`src/design/tcc_pkg.sv`:
```
// Package for the text console cursor control core: codes, constants and types.
package tcc_pkg;

  // Field widths fixed by the word formats
  localparam int CHAR_W  = 8;
  localparam int GLYPH_W = 7;
  localparam int POS_W   = 8;

  // Default screen geometry
  localparam int DEF_COLUMNS = 40;
  localparam int DEF_ROWS    = 25;

  // Command queue geometry
  localparam int CQ_DEPTH = 4;
  localparam int CQ_AW    = $clog2(CQ_DEPTH);
  localparam int CQ_CW    = $clog2(CQ_DEPTH + 1);

  // Console byte codes
  localparam logic [CHAR_W-1:0] CH_BEL       = 8'h07;
  localparam logic [CHAR_W-1:0] CH_BS        = 8'h08;
  localparam logic [CHAR_W-1:0] CH_TAB       = 8'h09;
  localparam logic [CHAR_W-1:0] CH_LF        = 8'h0A;
  localparam logic [CHAR_W-1:0] CH_CR        = 8'h0D;
  localparam logic [CHAR_W-1:0] CH_ESC       = 8'h1B;
  localparam logic [CHAR_W-1:0] CH_LBRACKET  = 8'h5B;
  localparam logic [CHAR_W-1:0] CSI_FINAL_LO = 8'h40;
  localparam logic [CHAR_W-1:0] CSI_FINAL_HI = 8'h7E;
  localparam logic [CHAR_W-1:0] PRINT_LO     = 8'h20;
  localparam logic [CHAR_W-1:0] PRINT_HI     = 8'h7E;

  // Glyph codes
  localparam logic [GLYPH_W-1:0] GLYPH_SPACE    = 7'h20;
  localparam logic [GLYPH_W-1:0] GLYPH_QUESTION = 7'h3F;

  // Tab stops every eight columns
  localparam logic [2:0] TAB_MASK = 3'd7;

  // Event kinds
  localparam logic EV_DRAW   = 1'b0;
  localparam logic EV_SCROLL = 1'b1;

  // Commands from the front to the back
  typedef enum logic [2:0] {
    OP_GLYPH = 3'd0,
    OP_TAB   = 3'd1,
    OP_LF    = 3'd2,
    OP_CR    = 3'd3,
    OP_BS    = 3'd4
  } op_t;

  typedef struct packed {
    op_t                op;
    logic [GLYPH_W-1:0] glyph;
  } cmd_t;

  // Queue status seen by both sides
  typedef struct packed {
    logic full;
    logic empty;
  } q_status_t;

  // Escape tracking
  typedef enum logic [2:0] {
    PH_NONE = 3'b001,
    PH_ESC  = 3'b010,
    PH_CSI  = 3'b100
  } phase_t;

  // Back sequencer
  typedef enum logic [1:0] {
    S_IDLE = 2'b01,
    S_RUN  = 2'b10
  } back_state_t;

endpackage

```
`src/design/tcc_if.sv`:
```
// Channel interfaces: console byte input and console event output.
interface tcc_in_if;
  logic                      valid;
  logic                      ready;
  logic [tcc_pkg::CHAR_W-1:0] char_in;

  modport source (output valid, output char_in, input ready);
  modport sink   (input valid, input char_in, output ready);
endinterface

interface tcc_out_if;
  logic                       valid;
  logic                       ready;
  logic                       event_kind;
  logic [tcc_pkg::POS_W-1:0]   cell_column;
  logic [tcc_pkg::POS_W-1:0]   cell_row;
  logic [tcc_pkg::GLYPH_W-1:0] glyph_code;
  logic                       last_of_run;

  modport source (output valid, output event_kind, output cell_column, output cell_row,
                  output glyph_code, output last_of_run, input ready);
  modport sink   (input valid, input event_kind, input cell_column, input cell_row,
                  input glyph_code, input last_of_run, output ready);
endinterface

```
`src/design/tcc_front.sv`:
```
// Front end: accepts console bytes, tracks escape sequences, queues commands.
module tcc_front (
  input  logic               clk,
  input  logic               rst,
  tcc_in_if.sink             console,
  input  tcc_pkg::q_status_t q_status,
  output logic               push,
  output tcc_pkg::cmd_t      push_cmd
);

  tcc_pkg::phase_t             phase;
  tcc_pkg::phase_t             phase_next;
  logic [tcc_pkg::CHAR_W-1:0]  ch;
  logic                        accept;
  logic                        want_push;

  assign ch             = console.char_in;
  assign console.ready  = !q_status.full;
  assign accept         = console.valid && console.ready;
  assign push           = accept && want_push;

  // Classify the byte
  always_comb begin
    phase_next     = phase;
    want_push      = 1'b0;
    push_cmd.op    = tcc_pkg::OP_GLYPH;
    push_cmd.glyph = tcc_pkg::GLYPH_SPACE;
    unique case (phase)
      tcc_pkg::PH_ESC: begin
        phase_next = (ch == tcc_pkg::CH_LBRACKET) ? tcc_pkg::PH_CSI : tcc_pkg::PH_NONE;
      end
      tcc_pkg::PH_CSI: begin
        if (ch >= tcc_pkg::CSI_FINAL_LO && ch <= tcc_pkg::CSI_FINAL_HI) begin
          phase_next = tcc_pkg::PH_NONE;
        end
      end
      default: begin
        phase_next = tcc_pkg::PH_NONE;
        priority case (ch)
          tcc_pkg::CH_ESC: begin
            phase_next = tcc_pkg::PH_ESC;
          end
          tcc_pkg::CH_LF: begin
            want_push   = 1'b1;
            push_cmd.op = tcc_pkg::OP_LF;
          end
          tcc_pkg::CH_CR: begin
            want_push   = 1'b1;
            push_cmd.op = tcc_pkg::OP_CR;
          end
          tcc_pkg::CH_TAB: begin
            want_push   = 1'b1;
            push_cmd.op = tcc_pkg::OP_TAB;
          end
          tcc_pkg::CH_BS: begin
            want_push   = 1'b1;
            push_cmd.op = tcc_pkg::OP_BS;
          end
          tcc_pkg::CH_BEL: begin
            want_push = 1'b0;
          end
          default: begin
            want_push   = 1'b1;
            push_cmd.op = tcc_pkg::OP_GLYPH;
            if (ch < tcc_pkg::PRINT_LO || ch > tcc_pkg::PRINT_HI) begin
              push_cmd.glyph = tcc_pkg::GLYPH_QUESTION;
            end else begin
              push_cmd.glyph = ch[tcc_pkg::GLYPH_W-1:0];
            end
          end
        endcase
      end
    endcase
  end

  // Advance escape phase on each accepted word
  always_ff @(posedge clk) begin
    if (rst) begin
      phase <= tcc_pkg::PH_NONE;
    end else if (accept) begin
      phase <= phase_next;
    end
  end

endmodule

```
`src/design/tcc_queue.sv`:
```
// Command queue between the front end and the back end.
module tcc_queue (
  input  logic               clk,
  input  logic               rst,
  input  logic               push,
  input  tcc_pkg::cmd_t      push_cmd,
  input  logic               pop,
  output tcc_pkg::cmd_t      pop_cmd,
  output tcc_pkg::q_status_t q_status
);

  localparam int DEPTH = tcc_pkg::CQ_DEPTH;

  tcc_pkg::cmd_t                mem [DEPTH];
  logic [tcc_pkg::CQ_AW-1:0]    wptr;
  logic [tcc_pkg::CQ_AW-1:0]    rptr;
  logic [tcc_pkg::CQ_CW-1:0]    count;

  assign q_status.full  = (count == tcc_pkg::CQ_CW'(DEPTH));
  assign q_status.empty = (count == '0);
  assign pop_cmd        = mem[rptr];

  // Store entries
  always_ff @(posedge clk) begin
    if (push) begin
      mem[wptr] <= push_cmd;
    end
  end

  // Advance pointers and fill count
  always_ff @(posedge clk) begin
    if (rst) begin
      wptr  <= '0;
      rptr  <= '0;
      count <= '0;
    end else begin
      if (push) begin
        wptr <= (wptr == tcc_pkg::CQ_AW'(DEPTH - 1)) ? '0 : wptr + 1'b1;
      end
      if (pop) begin
        rptr <= (rptr == tcc_pkg::CQ_AW'(DEPTH - 1)) ? '0 : rptr + 1'b1;
      end
      unique case ({push, pop})
        2'b10:   count <= count + 1'b1;
        2'b01:   count <= count - 1'b1;
        default: count <= count;
      endcase
    end
  end

  a_no_overflow: assert property (@(posedge clk) disable iff (rst)
    !(push && q_status.full)) else $error("queue written while full");

  a_no_underflow: assert property (@(posedge clk) disable iff (rst)
    !(pop && q_status.empty)) else $error("queue read while empty");

endmodule

```
`src/design/tcc_back.sv`:
```
// Back end: executes cursor commands and emits draw and scroll words.
module tcc_back #(
  parameter int COLUMNS = tcc_pkg::DEF_COLUMNS,
  parameter int ROWS    = tcc_pkg::DEF_ROWS
) (
  input  logic               clk,
  input  logic               rst,
  input  tcc_pkg::q_status_t q_status,
  input  tcc_pkg::cmd_t      pop_cmd,
  output logic               pop,
  tcc_out_if.source          events
);

  localparam logic [tcc_pkg::POS_W-1:0] COL_LIMIT = tcc_pkg::POS_W'(COLUMNS);
  localparam logic [tcc_pkg::POS_W-1:0] ROW_LAST  = tcc_pkg::POS_W'(ROWS - 1);

  tcc_pkg::back_state_t          state;
  tcc_pkg::back_state_t          state_next;
  tcc_pkg::op_t                  op;
  tcc_pkg::op_t                  op_next;
  logic [tcc_pkg::GLYPH_W-1:0]   glyph;
  logic [tcc_pkg::GLYPH_W-1:0]   glyph_next;
  logic [tcc_pkg::POS_W-1:0]     col;
  logic [tcc_pkg::POS_W-1:0]     col_next;
  logic [tcc_pkg::POS_W-1:0]     row;
  logic [tcc_pkg::POS_W-1:0]     row_next;

  logic                          slot_free;
  logic                          at_bottom;
  logic                          wrap_due;
  logic                          emit;
  logic                          e_kind;
  logic [tcc_pkg::POS_W-1:0]     e_col;
  logic [tcc_pkg::POS_W-1:0]     e_row;
  logic [tcc_pkg::GLYPH_W-1:0]   e_glyph;
  logic                          e_last;

  assign slot_free = !events.valid || events.ready;
  assign at_bottom = (row >= ROW_LAST);
  assign wrap_due  = (col >= COL_LIMIT);

  // Step the sequencer, one result at most per cycle
  always_comb begin
    state_next = state;
    op_next    = op;
    glyph_next = glyph;
    col_next   = col;
    row_next   = row;
    pop        = 1'b0;
    emit       = 1'b0;
    e_kind     = tcc_pkg::EV_DRAW;
    e_col      = '0;
    e_row      = '0;
    e_glyph    = tcc_pkg::GLYPH_SPACE;
    e_last     = 1'b0;
    unique case (state)
      tcc_pkg::S_IDLE: begin
        if (!q_status.empty) begin
          pop        = 1'b1;
          op_next    = pop_cmd.op;
          glyph_next = pop_cmd.glyph;
          state_next = tcc_pkg::S_RUN;
        end
      end
      tcc_pkg::S_RUN: begin
        if (slot_free) begin
          unique case (op)
            tcc_pkg::OP_LF: begin
              col_next   = '0;
              state_next = tcc_pkg::S_IDLE;
              if (at_bottom) begin
                emit   = 1'b1;
                e_kind = tcc_pkg::EV_SCROLL;
                e_last = 1'b1;
              end else begin
                row_next = row + 1'b1;
              end
            end
            tcc_pkg::OP_CR: begin
              col_next   = '0;
              state_next = tcc_pkg::S_IDLE;
            end
            tcc_pkg::OP_BS: begin
              if (col != '0) begin
                col_next = col - 1'b1;
              end
              state_next = tcc_pkg::S_IDLE;
            end
            tcc_pkg::OP_GLYPH, tcc_pkg::OP_TAB: begin
              if (wrap_due) begin
                // Wrap first: new line, scroll if at the bottom
                col_next = '0;
                if (at_bottom) begin
                  emit   = 1'b1;
                  e_kind = tcc_pkg::EV_SCROLL;
                end else begin
                  row_next = row + 1'b1;
                end
              end else begin
                emit     = 1'b1;
                e_kind   = tcc_pkg::EV_DRAW;
                e_col    = col;
                e_row    = row;
                e_glyph  = glyph;
                col_next = col + 1'b1;
                e_last   = (op == tcc_pkg::OP_GLYPH) || ((col_next[2:0] & tcc_pkg::TAB_MASK) == '0);
                if (e_last) begin
                  state_next = tcc_pkg::S_IDLE;
                end
              end
            end
            default: begin
              state_next = tcc_pkg::S_IDLE;
            end
          endcase
        end
      end
      default: begin
        state_next = tcc_pkg::S_IDLE;
      end
    endcase
  end

  // Hold control and cursor state
  always_ff @(posedge clk) begin
    if (rst) begin
      state <= tcc_pkg::S_IDLE;
      col   <= '0;
      row   <= '0;
    end else begin
      state <= state_next;
      col   <= col_next;
      row   <= row_next;
    end
  end

  // Hold the current command
  always_ff @(posedge clk) begin
    op    <= op_next;
    glyph <= glyph_next;
  end

  // Output register: load when the slot is free
  always_ff @(posedge clk) begin
    if (rst) begin
      events.valid <= 1'b0;
    end else if (slot_free) begin
      events.valid <= emit;
    end
  end

  always_ff @(posedge clk) begin
    if (slot_free && emit) begin
      events.event_kind  <= e_kind;
      events.cell_column <= e_col;
      events.cell_row    <= e_row;
      events.glyph_code  <= e_glyph;
      events.last_of_run <= e_last;
    end
  end

  a_col_range: assert property (@(posedge clk) disable iff (rst)
    col <= COL_LIMIT) else $error("cursor column past wrap point");

  a_row_range: assert property (@(posedge clk) disable iff (rst)
    row <= ROW_LAST) else $error("cursor row past last row");

  a_draw_in_bounds: assert property (@(posedge clk) disable iff (rst)
    (slot_free && emit && e_kind == tcc_pkg::EV_DRAW) |=>
      (events.cell_column < COL_LIMIT && events.cell_row <= ROW_LAST))
    else $error("draw word outside the screen");

  a_pop_only_idle: assert property (@(posedge clk) disable iff (rst)
    pop |=> (state == tcc_pkg::S_RUN)) else $error("command taken but sequencer not running");

endmodule

```
`src/design/text_console_cursor_control_core.sv`:
```
// Top level of the text console cursor control core.
//
//  channel  | dir | words                       | handshake
//  ---------+-----+-----------------------------+-------------
//  console  | in  | char_in                     | valid/ready
//  events   | out | event_kind, cell_column,    | valid/ready
//           |     | cell_row, glyph_code,       |
//           |     | last_of_run                 |
//
// A byte is taken while the command queue is not full and queued as a
// command (escape bytes, bell and bytes inside a CSI sequence queue
// nothing). The back end loads a command while idle, then emits its result
// words, with a wrap step (a scroll word at the bottom row) before a word
// past the last column; a tab draws spaces to the next eight-column stop.
// Reset is synchronous and clears the escape phase, cursor and queue.
// A stalled events port holds the back end; the front keeps taking bytes
// until the four-entry command queue fills.
module text_console_cursor_control_core #(
  parameter int COLUMNS = tcc_pkg::DEF_COLUMNS,
  parameter int ROWS    = tcc_pkg::DEF_ROWS
) (
  input  logic      clk,
  input  logic      rst,
  tcc_in_if.sink    console,
  tcc_out_if.source events
);

  tcc_pkg::q_status_t q_status;
  tcc_pkg::cmd_t      push_cmd;
  tcc_pkg::cmd_t      pop_cmd;
  logic               push;
  logic               pop;

  tcc_front u_front (
    .clk      (clk),
    .rst      (rst),
    .console  (console),
    .q_status (q_status),
    .push     (push),
    .push_cmd (push_cmd)
  );

  tcc_queue u_queue (
    .clk      (clk),
    .rst      (rst),
    .push     (push),
    .push_cmd (push_cmd),
    .pop      (pop),
    .pop_cmd  (pop_cmd),
    .q_status (q_status)
  );

  tcc_back #(
    .COLUMNS (COLUMNS),
    .ROWS    (ROWS)
  ) u_back (
    .clk      (clk),
    .rst      (rst),
    .q_status (q_status),
    .pop_cmd  (pop_cmd),
    .pop      (pop),
    .events   (events)
  );

endmodule
```
`src/flat_wrapper.sv`:
```
// flat-port wrapper written by rule: the top's interface ports become plain ports
module text_console_cursor_control_core_flat 
#(
  parameter int COLUMNS = tcc_pkg::DEF_COLUMNS,
  parameter int ROWS    = tcc_pkg::DEF_ROWS
)
  (clk, rst, console_valid, console_char_in, console_ready, events_valid, events_event_kind, events_cell_column, events_cell_row, events_glyph_code, events_last_of_run, events_ready);
  tcc_in_if console_i ();
  tcc_out_if events_i ();
  input  logic clk;
  input  logic rst;
  input wire logic [$bits(console_i.valid)-1:0] console_valid;
  input wire logic [$bits(console_i.char_in)-1:0] console_char_in;
  output wire logic [$bits(console_i.ready)-1:0] console_ready;
  output wire logic [$bits(events_i.valid)-1:0] events_valid;
  output wire logic [$bits(events_i.event_kind)-1:0] events_event_kind;
  output wire logic [$bits(events_i.cell_column)-1:0] events_cell_column;
  output wire logic [$bits(events_i.cell_row)-1:0] events_cell_row;
  output wire logic [$bits(events_i.glyph_code)-1:0] events_glyph_code;
  output wire logic [$bits(events_i.last_of_run)-1:0] events_last_of_run;
  input wire logic [$bits(events_i.ready)-1:0] events_ready;
  assign console_i.valid = console_valid;
  assign console_i.char_in = console_char_in;
  assign console_ready = console_i.ready;
  assign events_valid = events_i.valid;
  assign events_event_kind = events_i.event_kind;
  assign events_cell_column = events_i.cell_column;
  assign events_cell_row = events_i.cell_row;
  assign events_glyph_code = events_i.glyph_code;
  assign events_last_of_run = events_i.last_of_run;
  assign events_i.ready = events_ready;
  text_console_cursor_control_core #(.COLUMNS(COLUMNS), .ROWS(ROWS)) u_core (.clk(clk), .rst(rst), .console(console_i), .events(events_i));
endmodule
```
`config.mk`:
```
export PLATFORM = sky130hd
export DESIGN_NAME = text_console_cursor_control_core_flat
export DESIGN_NICKNAME = d
export VERILOG_FILES = /design/src/design/tcc_pkg.sv /design/src/design/tcc_if.sv /design/src/design/tcc_front.sv /design/src/design/tcc_queue.sv /design/src/design/tcc_back.sv /design/src/design/text_console_cursor_control_core.sv /design/src/flat_wrapper.sv
export SDC_FILE = /design/constraint.sdc
export NUM_CORES = 1
export LEC_CHECK = 0
export BUFFER_PORTS_ARGS = -buffer_cell sky130_fd_sc_hd__buf_2
export CORE_ASPECT_RATIO = 1.75
export CORE_MARGIN = 1
export CORE_UTILIZATION = 35
export CTS_CLUSTER_SIZE = 30
export DETAILED_ROUTE_END_ITERATION = 8
export PLACE_DENSITY = 0.55
export SLEW_MARGIN = 0
export SYNTH_ARGS = -nofsm -noshare
export SYNTH_HDL_FRONTEND = slang
export SYNTH_HIERARCHICAL = 1
export SYNTH_SLANG_ARGS = --single-unit
```
`constraint.sdc`:
```
create_clock -name clk -period 3.87 [get_ports clk]
set_input_delay 0.774 -clock clk [delete_from_list [all_inputs] [get_ports clk]]
set_output_delay 0.774 -clock clk [all_outputs]
set_load 0.03 [all_outputs]
```
Yosys cells after proc, flatten, opt, wreduce, memory -nomap -nowiden
Memories as Yosys holds them, arrays and structs flattened. A register that Yosys moved wholly into a read port is not among the register bits.
Index checks and enable logic that the tools add are counted.

operators by class
  reduce and logical (&&, ||, !) cells = 28
  magnitude comparators = 6
  add/sub/neg operators = 7
  bitwise logic cells = 4
  equality and inequality tests = 27
  muxes and demuxes = 38

operators by type and width
  kind                 number
  $eq 8x4->1 const B   4
  $mux 8               4
  $pmux 8 s3           1
  $add 8x1->8 const B  2
  $mux 2               8
  $pmux 8 s2           1
  $mux 7               2
  $mux 1               12
  $pmux 3 s2           2
  $pmux 3 s4           1
  $reduce_and 4->1     3
  $mux 10              1
  $ne 2x2->1 const B   5
  $eq 3x2->1 const B   3
  $eq 3x3->1 const B   3
  $logic_not 3->1      3
  $eq 2x2->1 const B   4
  $eq 8x3->1 const B   1
  $eq 8x5->1 const B   1
  $eq 8x7->1 const B   1
  $ge 8x5->1 const B   1
  $ge 8x6->1 const B   1
  $ge 8x7->1 const B   1
  $gt 8x7->1 const B   1
  other kinds (23)     44

storage, ports and cells
  input port bits = 12
  word-level logic and storage cells = 124
  bits in writable memories = 40
  output and inout port bits = 27
  register bits = 54
  memories = 1

memories
  name                words  bits a word  rd ports  clocked after Yosys merged registers in  wr ports  RTL line         RTL
  u_core.u_queue.mem  4      10           1         1                                        1         tcc_queue.sv:14  tcc_pkg::cmd_t mem [DEPTH];

Longest topological paths before layout
Gate-level depths: netlist of run 1.

  depth in word-level cells = 8
  mapped depth = 12
  gate-level depth less buffers = 12

By module
The synthesis of run 1 kept the hierarchy.

by module, submodules not included
  module     sequential area each (um^2)  times used  area each (um^2)  cells each
  tcc_back   1431.4                       1           2503.7            214
  tcc_queue  1381.3                       1           1890.6            100
  tcc_front  60.1                         1           417.9             57

Worst setup path before layout of run 1
OpenSTA, ideal clock, no wires.

  path kind = input port to flip-flop
  start = in console_char_in[5]
  end = reg u_core/u_queue/count[2] in the netlist's numbering
  setup slack = 0.978 ns
  data arrival time = 2.823 ns
  buffers on the path = 0
  library setup time = 0.070 ns
  required time = 3.800 ns
  stages on the path = 10
  cell sequence = or3_1 > a211oi_2 > nor3_1 > inv_1 > ha_1 > inv_1 > fa_1 > xor2_1 > or3_1 > a21oi_1

on the way
  cells in the longest elaborated chain, start to end = 7
  elaborated cells between the ends (all ways) = 10
  classes of those cells = 4 x eq/ne; 3 x mux; 3 x reduce/logical

RTL lines
  what                                                    RTL line                                RTL
  start, declared                                         flat_wrapper.sv:13                      input wire logic [$bits(console_i.char_in)-1:0] console_char_in;
  $eq 8x3->1 / $eq 8x5->1 (equally long branches)         tcc_front.sv:39                         priority case (ch)
  $reduce_or 2->1 (no source line) (*)                    -
  $mux 1 (*)                                              tcc_front.sv:39
  $mux 1 (*)                                              tcc_front.sv:28                         unique case (phase)
  $logic_and 1x1->1 (*)                                   tcc_front.sv:20                         assign push = accept && want_push;
  via u_core.push                                         text_console_cursor_control_core.sv:31  logic push;
  $eq 2x1->1 / $eq 2x2->1 (equally long branches)         tcc_queue.sv:43                         unique case ({push, pop})
  $pmux 3 s2 / $reduce_bool 2->1 (equally long branches)  -
  end signal, assigned                                    tcc_queue.sv:44                         2'b10: count <= count + 1'b1;
  end signal, assigned                                    tcc_queue.sv:45                         2'b01: count <= count - 1'b1;
  end signal, assigned                                    tcc_queue.sv:46                         default: count <= count;
  end, declared                                           tcc_queue.sv:17                         logic [tcc_pkg::CQ_CW-1:0] count;

Mark *: on every way through the listed nets, which the timed path passes. The rest lies on a longest branch.
A chain may end at the register's enable or synchronous reset.

Worst setup path in the final report of run 1
Ends and elaborated chain as after synthesis.

==> metrics.md, run 1 <==
| Metric | Value |
|---|---|
| Status | complete, no violations |
| Core area | approximately 13,000 sq um |
| Clock Power Share | between 20% and 30% |
| Register area | ~2900 sq um |
| Data arrival, critical path | approximately 3.1 ns |
| Critical path's top delay family | simple AND/OR/NAND/NOR gates |
| Worst-Margin Slew | 0.8245 ns |
| Maximum clock path buffer count | 2 |
| Initial antenna violation count | 0 |
| Port bufs | 38 |
| CTS tree | done |
| Reg-to-reg endpoint | u_core/u_queue/count[2] |
| Core Util, Final | 40.66% |
| Worst-path cell chain | buf_2 > or3_1 > a211oi_2 > nor3_1 > inv_1 > ha_1 > inv_1 > fa_1 > xor2_1 > or3_1 > a21oi_1 |
| Die Span Y | about 160 um |
| Final nets | between 400 and 500 |
| Post-CTS Setup Inserts | 0 |
| Synth-to-layout area growth | 13.08% |
| Ports | 39 |
| Die W | between 90 and 100 um |
| Rows | 56 |
| Post-synth top area share | a little under half |
| Cts repair resizes | 0 |
| Switch Pwr | 0.0008782 W |
| CP startpoint | console_char_in[5] |
| Share of post-route cells with drive strength above 1 | about a fifth |
| Top_reg_cell synth | edfxtp_1 |
| Critical path class | in -> reg |
| Final Hold Vio Count | 0 |
| Cell depth of the worst hold path | 2 |
| Slowest-stage cell, CP | or3_1 |
| Final slew viol count | 0 |
| First-pass GRT wire length | roughly 15 mm |
| GRT Util Overall | roughly 13% |
| Reg2reg start | u_core/u_queue/count[0] |
| Most frequent cells in the layout | 75 x edfxtp_1, 38 x buf_2, 31 x dfxtp_1 |
| WHS | about 0.52 ns |
| H-tree depth | 3 |
| RSZ-0062 raised after global routing | no |
| Max_slew headroom | about 45% |
| Yosys warning count | 6 |
| Worst-path clk slew | 0.07 ns |
| # setup viols final | 0 |
| Gate Count Post-Synth | 371 |
| Seq/Total Area, Yosys | 59.70% |
| Worst Path Required | ~4.1 ns |
| ANT nets after route | 0 |
| Synth Register Bits | 106 |
| Startpoint Class | primary input |
| F_max | about 0.35 GHz |
| Largest cells by area after synthesis | edfxtp_1 47%, dfxtp_1 13%, mux4_2 4.7%, ha_1 3.1%, and2_1 2.6% |
| Dpl hpwl | around 6.6 mm |
| Switching share of power | between 20 and 30% |
| Hold Path Class | reg -> reg |
| Total grt overflow | 0 |
| Peak VDD IR | between 0.2 and 0.3 mV |
| Router iterations before antenna repair | 4 |
| LEAKAGE | approximately 1.9 nW |
| CTS sink count | roughly 110 |
| Part of the power in registers | 51.1% |
| CP Buf/Inv Count | 3 |
| Final wirelength | just over 9 mm |
| R2R depth | 9 |
| Number of global-route vias before repair | 3,055 |
| Die footprint | approximately 14,000 sq um |
| Int Power | ~0.0021 W |
| Hold endpoint | u_core/u_queue/count[2] |
| Synth cell types | 71 |
| Largest net degree at the start of global routing | 27 |
| CTS buffer count | 9 |
| Via count | between 3,000 and 4,000 |
| Levels on crit path | 11 |
| Critical-path maximum fanout | 7 |
| Yosys top cell by area | edfxtp_1 |
| Setup TNS | 0 ns |
| Multi-input gate area | 1814 sq um |
| N_diodes | 0 |
| Post-synth EDFFs | 75 |
| DR WL/cell | approximately 15 um |
| Most common cell after layout, fill and taps aside | edfxtp_1 |
| DRC | 0 |
| CTS Hold Bufs | 0 |
| Crit path largest cell delay | between 0.4 and 0.5 ns |
| Syn avg cell area | between 10 and 15 sq um |
| Clock Skew | 0.008720 ns |
| Reg2Reg Setup Slack | around 1.2 ns |
| # Max-Cap Violations | 0 |
| DRT iter0 DRCs | 152 |
| Initial Util | a little over a third |
| CTS Root Cell | clkbuf_16 |
| CP Capture Type | flip-flop |
| Hold Path Origin | u_core/u_queue/count[2] |
| FILL cells | about 1,300 |
| Power Density | between 500 and 600 nW/um^2 |
| Clock Latency Late Sink | approximately 0.34 ns |
| Fin crit share | 74.18% |
| Post-synthesis async set-or-reset flop share | 0% |
| Minimum clock period | between 2 and 3 ns |
| Combinational Power Share | 19.6% |
| Synthesized cell area | just under 5000 sq um |
| Routability Congestion | between 0.8 and 0.9 |
| Vias/cell | approximately 5.2 |
==> sequential cells by signal (all words and copies together) (netlist names), 3 cells and up, named ones only <==
register and cells:
u_core/u_back/events.cell_column 8, u_core/u_back/glyph 7, u_core/u_queue/count 3, u_core/u_back/events.cell_row 8
u_core/u_back/row 8, u_core/u_back/col 8, u_core/u_front/phase 3, u_core/u_back/events.glyph_code 7
u_core/u_queue/mem 40, u_core/u_back/op 3
==> metrics by stage <==
step | cell area [sq um] | worst slack, ns | cells | power, W
4_1_cts | 5441 | 0.9958 | 588 | 0.002995
6_report | 5441 | 0.9992 | 588 | 0.002955
2_1_floorplan | 4816 | 0.9778 | 372 | 0.001973
5_1_grt | 5441 | 0.8594 | 588 | 0.003133
3_5_place_dp | 5155 | 0.6323 | 572 | 0.002121
3_3_place_gp | 5155 | 0.6755 | 572 | 0.002105
==> worst reg2reg max path, stage by stage (launching register included) <==
cell	delay, ns
dfxtp_1	0.37
nor3_1	0.07
or3b_2	0.47
inv_1	0.43
ha_1	0.29
inv_1	0.06
fa_1	0.38
xor2_1	0.16
or3_1	0.30
a21oi_1	0.14
==> logic make-up (layout without fill, tap and decap cells) <==
family	count (synthesis)	after routing	share of synthesized area, %
compound gates	75	75	11.52
xor+xnor	3	3	0.5461
fa+ha+maj	13	13	3.536
buf+inv	28	70	2.678
flops	106	106	59.70
mux	14	14	5.538
other cells	1	2	0.07793
simple gates	131	131	16.41
==> how the worst max path moves through the flow <==
| stage | endpoint | slack (ns) |
|---|---|---|
| 2_1_floorplan | u_core/u_queue/count[2] | 0.98 |
| 3_3_place_gp | u_core/u_queue/count[2] | 0.68 |
| 3_5_place_dp | u_core/u_queue/count[2] | 0.63 |
| 4_1_cts | u_core/u_queue/count[2] | 1.0 |
| 5_1_grt | u_core/u_queue/count[2] | 0.86 |
| 6_report | u_core/u_queue/count[2] | 1.0 |
==> cell usage after synthesis (10+ instances only) <==
master and n:
a21oi_1 19, dfxtp_1 31, and2_1 20, ha_1 12
nor3_1 13, nand2_1 12, o21ai_0 11, nor2_1 22
edfxtp_1 75, inv_1 15, mux4_2 10
==> layer usage <==
layer / share of wire (%) / track usage [%] / vias up
met1: 38 / 13.20 / 1463
met2: 56 / 25.76 / 82
met5: 0 / 0 / -
met3: 3.5 / 2.802 / 16
met4: 2.9 / 7.450 / 0
li1: - / - / 1482
==> area by class of cell <==
type / instances / area share, %
Inverter: 16 / 1.104
Multi-Input combinational cell: 238 / 33.34
Timing Repair Buffer: 38 / 3.495
Sequential cell: 106 / 52.79
Tap cell: 174 / 4.001
Clock inverter: 6 / 1.058
Clock buffer: 10 / 4.208
==> power groups by stage <==
stage | Clock, W | Combinational (W) | Sequential, W
after global routing | 0.000945 | 0.000651 | 0.00154
after global placement | 0 | 0.000574 | 0.00153
after floorplan | 0 | 0.000504 | 0.00147
after detailed placement | 0 | 0.000584 | 0.00154
final | 0.000867 | 0.000579 | 0.00151
after CTS | 0.000895 | 0.000587 | 0.00151
No activity file was read; power rests on OpenSTA's default activity.
==> run 2, diff against run 1 <==
==> constraint.sdc (replaced) <==
create_clock -name clk -period 2.8 [get_ports clk]
set_input_delay 0.56 -clock clk [delete_from_list [all_inputs] [get_ports clk]]
set_output_delay 0.56 -clock clk [all_outputs]
set_load 0.03 [all_outputs]
==> run 2 against run 1 <==
  * Non-clock buffer count rose by 21
  * Core utilization up 1.4 points
  * Power grew 44%
  * Critical path depth unchanged
  * First-iteration DRC count shrank 18%
  * Combinational power increased by 57%
  * Register-to-register slack worse by 0.75 ns
  * Setup slack worse by 0.71 ns
  * Clock power increased by 49%
==> metrics.md, run 2 (same netlist as run 1, synthesis figures left out) <==
| Metric | Value |
|---|---|
| Reg2reg start | u_core/u_front/phase[2] |
| Clock Latency Late Sink | 0.34 ns (about the same) |
| Setup TNS | 0 ns (unchanged) |
| CTS buffer count | 9 (unchanged) |
| First-pass GRT wire length | 15.22 mm (+3.3%) |
| Most frequent cells in the layout | 75 x edfxtp_1, 38 x buf_2, 31 x dfxtp_1 |
| CTS Hold Bufs | 0 (unchanged) |
| Final nets | 455 (+4.8%) |
| Die Span Y | 157.1 um (unchanged) |
| Clock Skew | 0.01234 ns (+0.003623 ns) |
| Vias/cell | 5.256 (+1.6%) |
| ANT nets after route | 0 (unchanged) |
| Max_slew headroom | 52.73% (+7.8 points) |
| Final wirelength | 9.316 mm (+2.8%) |
| Final Hold Vio Count | 0 (unchanged) |
| CTS Root Cell | clkbuf_16 |
| Reg-to-reg endpoint | u_core/u_queue/count[2] |
| Power Density | 757.2 nW/um^2 (+39%) |
| Maximum clock path buffer count | 2 (unchanged) |
| DRT iter0 DRCs | 125 (-18%) |
| Port bufs | 38 (unchanged) |
| Part of the power in registers | 48.3% (-2.8 points) |
| FILL cells | 1,234 (-1.4%) |
| Worst-Margin Slew | 0.7014 ns (-0.1232 ns) |
| GRT Util Overall | 13.92% (+0.50 points) |
| Setup ws final | 0.2869 ns (-0.7123 ns) |
| Synth-to-layout area growth | 16.95% |
| CP endpoint | u_core/u_queue/count[2] |
| Peak VDD IR | 0.3809 mV (+43%) |
| Startpoint Class | primary input |
| Max reg flops | 40 (unchanged) |
| Critical path class | in -> reg |
| Multi-input gate area | 1814 sq um (unchanged) |
| Fin crit share | 89.76% |
| Switch Pwr | 0.001232 W (+40%) |
| LEAKAGE | 1.975 nW (+6.3%) |
| Register area | 2873 sq um (unchanged) |
| F_max | between 0.3 and 0.4 GHz |
| CTS sink count | 106 (unchanged) |
| CP startpoint | console_char_in[3] |
| Clock Power Share | 30.4% (+1.1 points) |
| Die footprint | 14,240 sq um (unchanged) |
| # setup viols final | 0 (unchanged) |
| Router iterations before antenna repair | 4 (unchanged) |
| CP Capture Type | flip-flop |
| N_diodes | 0 (unchanged) |
| Total grt overflow | 0 (unchanged) |
| Combinational Power Share | 21.4% (+1.8 points) |
| Hold Path Class | reg -> reg |
| R2R depth | 10 (+1) |
| Core area | 13,380 sq um (unchanged) |
| Pre-CTS setup slack | -0.05697 ns (-0.6893 ns) |
| Initial antenna violation count | 0 (unchanged) |
| DR WL/cell | 15.30 um (-0.76%) |
| Post-CTS Setup Inserts | 0 (unchanged) |
| Dpl hpwl | 6.959 mm (+6.0%) |
| CTS tree | done |
| DRC | 0 (unchanged) |
| Reg2Reg Setup Slack | 0.40 ns (-0.75 ns) |
| Most common cell after layout, fill and taps aside | edfxtp_1 |
| Data arrival, critical path | 2.79 ns (-0.35 ns) |
| Share of post-route cells with drive strength above 1 | 23.68% (+3.9 points) |
| Via count | 3,201 (+5.2%) |
| H-tree depth | 3 (unchanged) |
| Die W | 90.64 um (unchanged) |
| Final slew viol count | 0 (unchanged) |
| Initial Util | 35.96% (unchanged) |
| Status | complete, no violations |
| Routability Congestion | 0.8671 (-0.20%) |
| RSZ-0062 raised after global routing | no |
| Minimum clock period | around 2.5 ns |
| Int Power | 0.003029 W (+46%) |
| Rows | 56 (unchanged) |
| Top reg by flops | u_core/u_queue/mem |
| Cts repair resizes | 0 (unchanged) |
| Number of global-route vias before repair | 3,193 (+4.5%) |
| # Max-Cap Violations | 0 (unchanged) |
| Critical-path maximum fanout | 2 (-5) |
| Switching share of power | 28.91% (-0.81 points) |
| Ports | 39 (unchanged) |
| Worst-path clk slew | 0.07 ns (about the same) |
| Worst Path Required | 3.08 ns (-1.06 ns) |
| Largest net degree at the start of global routing | 26 (-3.7%) |
run 2: cell count changes in the layout (fill, tap and decap cells not counted):
cell       delta
buf_4        +21
bufinv_16     +1
clkinv_4      -1
clkinv_8      +1
inv_6         -1
run 2: how the worst min path moves through the flow:
stage / startpoint / endpoint / slack (ns) / cells after the start
6_report: u_core/u_queue/count[2] / u_core/u_queue/count[2] / 0.51 / 2
5_1_grt: u_core/u_back/row[7] / u_core/u_back/row[7] / 0.53 / 1
4_1_cts: u_core/u_back/glyph[2] / u_core/u_back/events.glyph_code[2] / 0.51 / 1
3_5_place_dp: u_core/u_back/glyph[2] / u_core/u_back/events.glyph_code[2] / 0.50 / 1
3_3_place_gp: u_core/u_queue/count[2] / u_core/u_queue/count[2] / 0.48 / 2
2_1_floorplan: u_core/u_queue/count[2] / u_core/u_queue/count[2] / 0.46 / 2
run 2: area by class of cell:
type	instances	share of cell area (%)
flip-flops and latches	106	51.04
multi-input cells	238	32.24
repair buffers	59	6.181
clock buffers	10	4.068
well taps	174	3.868
clock inverters	6	1.534
inverters	16	1.067
run 2: per-layer routing:
metal  routed length (um)  vias up  track usage, %
li1                     -     1529               -
met1                 3389     1525           13.61
met2                 5094      106           26.19
met3                  326       41           2.512
met4                  505        0           9.677
met5                    0        -               0
run 2: power groups by stage:
| stage | Clock (W) | Combinational, W | Sequential (W) |
|---|---|---|---|
| after CTS | 0.00133 | 0.000923 | 0.00206 |
| after floorplan | 0 | 0.000697 | 0.00203 |
| final | 0.00129 | 0.000911 | 0.00206 |
| after detailed placement | 0 | 0.000917 | 0.00209 |
| after global routing | 0.00139 | 0.00101 | 0.00208 |
| after global placement | 0 | 0.000900 | 0.00209 |
run 2: critical path, cell delays in order:
cell and delay, ns:
buf_2 0.10, or3b_1 0.40, a211oi_2 0.33, nor3_1 0.11, inv_1 0.10, ha_1 0.16
inv_1 0.05, fa_1 0.37, xor2_1 0.16, or3_1 0.30, a21oi_1 0.14
run 2: through the flow:
| stage | instance area [sq um] | cells | util [%] | total power [W] | hold WS, ns |
|---|---|---|---|---|---|
| global placement | 5313 | 593 | 39.70 | 0.002991 | 0.4828 |
| CTS | 5628 | 609 | 42.05 | 0.004317 | 0.5146 |
| floorplan | 4816 | 372 | - | 0.002727 | 0.4608 |
| detailed placement | 5313 | 593 | 39.70 | 0.003011 | 0.5049 |
| global route | 5628 | 609 | 42.05 | 0.004489 | 0.5317 |
| finish | 5628 | 609 | 42.05 | 0.004261 | 0.5135 |
==> run 3, diff against run 2 <==
--- a/config.mk
+++ b/config.mk
@@ -5,13 +5,14 @@
 export SDC_FILE = /design/constraint.sdc
 export NUM_CORES = 1
 export LEC_CHECK = 0
-export BUFFER_PORTS_ARGS = -buffer_cell sky130_fd_sc_hd__buf_2
 export CORE_ASPECT_RATIO = 1.75
 export CORE_MARGIN = 1
 export CORE_UTILIZATION = 35
 export CTS_CLUSTER_SIZE = 30
 export DETAILED_ROUTE_END_ITERATION = 8
-export PLACE_DENSITY = 0.55
+export DONT_BUFFER_PORTS = 1
+export GPL_TIMING_DRIVEN = 0
+export PLACE_DENSITY = 0.53
 export SLEW_MARGIN = 0
 export SYNTH_ARGS = -nofsm -noshare
 export SYNTH_HDL_FRONTEND = slang
==> run 3 against run 2 <==
  * Core utilization is 2.2 points lower
  * Critical path depth is 2 lower
  * Largest cell class unchanged
  * Largest power group unchanged
  * Fmax is 2.0% lower
==> metrics.md, run 3 (same netlist as run 1, synthesis figures left out) <==
| Metric | Value |
|---|---|
| GRT Util Overall | 13.86% (-0.060 points) |
| # Max-Cap Violations | 0 (unchanged) |
| Critical-path maximum fanout | 14 (+12) |
| DRC | 0 (unchanged) |
| Final slew viol count | 0 (unchanged) |
| Setup TNS | 0 ns (unchanged) |
| Status | complete, no violations |
| Share of post-route cells with drive strength above 1 | 14.43% (-9.2 points) |
| Largest net degree at the start of global routing | 26 (unchanged) |
| Critical path's top delay family | simple AND/OR/NAND/NOR gates |
| Die footprint | 14,240 sq um (unchanged) |
| Fin crit share | 91.62% (+1.9 points) |
| Worst-Margin Slew | 0.8172 ns (+0.1159 ns) |
| H-tree depth | 3 (unchanged) |
| LEAKAGE | 1.747 nW (-12%) |
| Hold Path Class | in -> reg |
| Most common cell after layout, fill and taps aside | edfxtp_1 |
| Area after DPL | 5034 sq um (-5.3%) |
| Synth-to-layout area growth | 10.84% |
| Vias/cell | 5.260 (about the same) |
| Worst Path Required | 3.08 ns (about the same) |
| CTS Hold Bufs | 0 (unchanged) |
| Number of global-route vias before repair | 2,960 (-7.3%) |
| Dpl hpwl | 6.779 mm (-2.6%) |
| F_max | 0.3898 GHz (-2.0%) |
| DRT iter0 DRCs | 107 (-14%) |
| Router iterations before antenna repair | 4 (unchanged) |
| Die Span Y | 157.1 um (unchanged) |
| Max_slew headroom | 45.40% (-7.3 points) |
| First-pass GRT wire length | 15.00 mm (-1.5%) |
| Core area | 13,380 sq um (unchanged) |
| Slowest-stage cell, CP | or3b_2 |
| # setup viols final | 0 (unchanged) |
| CTS Root Cell | clkbuf_16 |
| Via count | 2,956 (-7.7%) |
| Power Density | 773.1 nW/um^2 (+2.1%) |
| Final nets | 408 (-10%) |
| CTS sink count | 106 (unchanged) |
| Startpoint Class | flip-flop |
| RSZ-0062 raised after global routing | no |
| Data arrival, critical path | 2.84 ns (+0.05 ns) |
| Routability Congestion | 0.9176 (+5.8%) |
| Final wirelength | 9.256 mm (-0.64%) |
| Crit path largest cell delay | 0.50 ns (+0.10 ns) |
| ANT nets after route | 0 (unchanged) |
| FILL cells | 1,252 (+1.5%) |
| Peak VDD IR | 0.3009 mV (-21%) |
| CTS buffer count | 9 (unchanged) |
| Minimum clock period | 2.565 ns (+0.05231 ns) |
| Critical path class | reg -> reg |
| CTS tree | done |
| Final Hold Vio Count | 0 (unchanged) |
| CP Capture Type | flip-flop |
| Worst-path clk slew | 0.08 ns (about the same) |
| Max reg flops | 40 (unchanged) |
| Clock Latency Late Sink | 0.35 ns (about the same) |
| N_diodes | 0 (unchanged) |
| Initial Util | 35.96% (unchanged) |
| Die W | 90.64 um (unchanged) |
| Port bufs | 0 (-100%) |
| Maximum clock path buffer count | 2 (unchanged) |
| Clock Skew | 0.01157 ns (-0.0007777 ns) |
| Top reg by flops | u_core/u_queue/mem |
| Initial antenna violation count | 0 (unchanged) |
| Post-route cell area | 5334 sq um (-5.2%) |
| Rows | 56 (unchanged) |
| Reg2Reg Setup Slack | 0.23 ns (-0.17 ns) |
| Most frequent cells in the layout | 75 x edfxtp_1, 31 x dfxtp_1, 22 x nor2_1 |
| Worst-path cell chain | nor3_1 > or3b_2 > clkinvlp_4 > ha_1 > inv_1 > fa_1 > xor2_1 > or3_1 > a21oi_1 |
| WHS | 0.2733 ns (-0.2401 ns) |
| CP Buf/Inv Count | 2 (-1) |
| Total grt overflow | 0 (unchanged) |
| Core Util, Final | 39.86% (-2.2 points) |
| DR WL/cell | 16.47 um (+7.7%) |
| Ports | 39 (unchanged) |
[run 3: changes by cell type in the layout (fill, tap and decap cells not counted)]
cell and change:
clkinvlp_4 +2, clkbuf_1 +3, clkinv_8 -1, inv_6 +2, buf_6 +2, inv_2 +1
inv_1 -2, buf_2 -32, nor3_4 +1, clkbuf_2 +1, nor3_1 -1, bufinv_16 -1
buf_4 -21, clkinv_4 -1
[run 3: timing repair]
action                     in CTS  in global routing
setup endpoints to repair       2                  1
buffers inserted                0                  0
gates resized for setup         2                  2
[run 3: final timing paths]
| kind | to | startpoint | cells after the start |
|---|---|---|---|
| worst max-delay path | u_core/u_queue/count[2] | u_core/u_queue/count[0] | 9 |
| worst min-delay path | u_core/u_queue/count[1] | rst | 1 |
| worst max register to register | u_core/u_queue/count[2] | u_core/u_queue/count[0] | 9 |
| worst min register to register | u_core/u_queue/count[2] | u_core/u_queue/count[2] | 2 |
[run 3: final cells by class]
type	count	area [sq um]	share of cell area (%)
sequential	106	2873	53.86
multi-input combinational	238	1826	34.22
clock buffer	10	229.0	4.293
tap	174	217.7	4.082
buffer	12	68.82	1.290
inverter	16	63.81	1.196
clock inverter	6	56.30	1.056
[run 3: metal layers]
| layer | vias up | share of wire (%) | track usage, % |
|---|---|---|---|
| met1 | 1458 | 38 | 13.56 |
| met2 | 56 | 57 | 27.02 |
| li1 | 1430 | - | - |
| met3 | 12 | 2.9 | 3.285 |
| met5 | - | 0 | 0 |
| met4 | 0 | 2.3 | 6.375 |
[run 3: through the flow]
| step | setup WS [ns] | std cells | total power [W] |
|---|---|---|---|
| after floorplan | 0.1218 | 372 | 0.002727 |
| after global placement | -0.1050 | 546 | 0.002924 |
| after detailed placement | -0.1425 | 546 | 0.002950 |
| after CTS | 0.1332 | 562 | 0.004173 |
| after global routing | 0.04511 | 562 | 0.004331 |
| final | 0.2345 | 562 | 0.004124 |
[run 3: report_power, final]
| part | switching, W | total (W) | leakage [nW] | internal [W] |
|---|---|---|---|---|
| registers | 0.000121 | 0.00203 | 0.947 | 0.00191 |
| logic | 0.000532 | 0.000888 | 0.662 | 0.000356 |
| clock network | 0.000580 | 0.00120 | 0.138 | 0.000624 |
| total | 0.00123 | 0.00412 | 1.75 | 0.00289 |
[run 3: worst register-to-register path, stage by stage (launching register included)]
cell and delay [ns]:
dfxtp_1 0.37, nor3_1 0.08, or3b_2 0.50, clkinvlp_4 0.27
ha_1 0.24, inv_1 0.06, fa_1 0.37, xor2_1 0.16
or3_1 0.30, a21oi_1 0.14
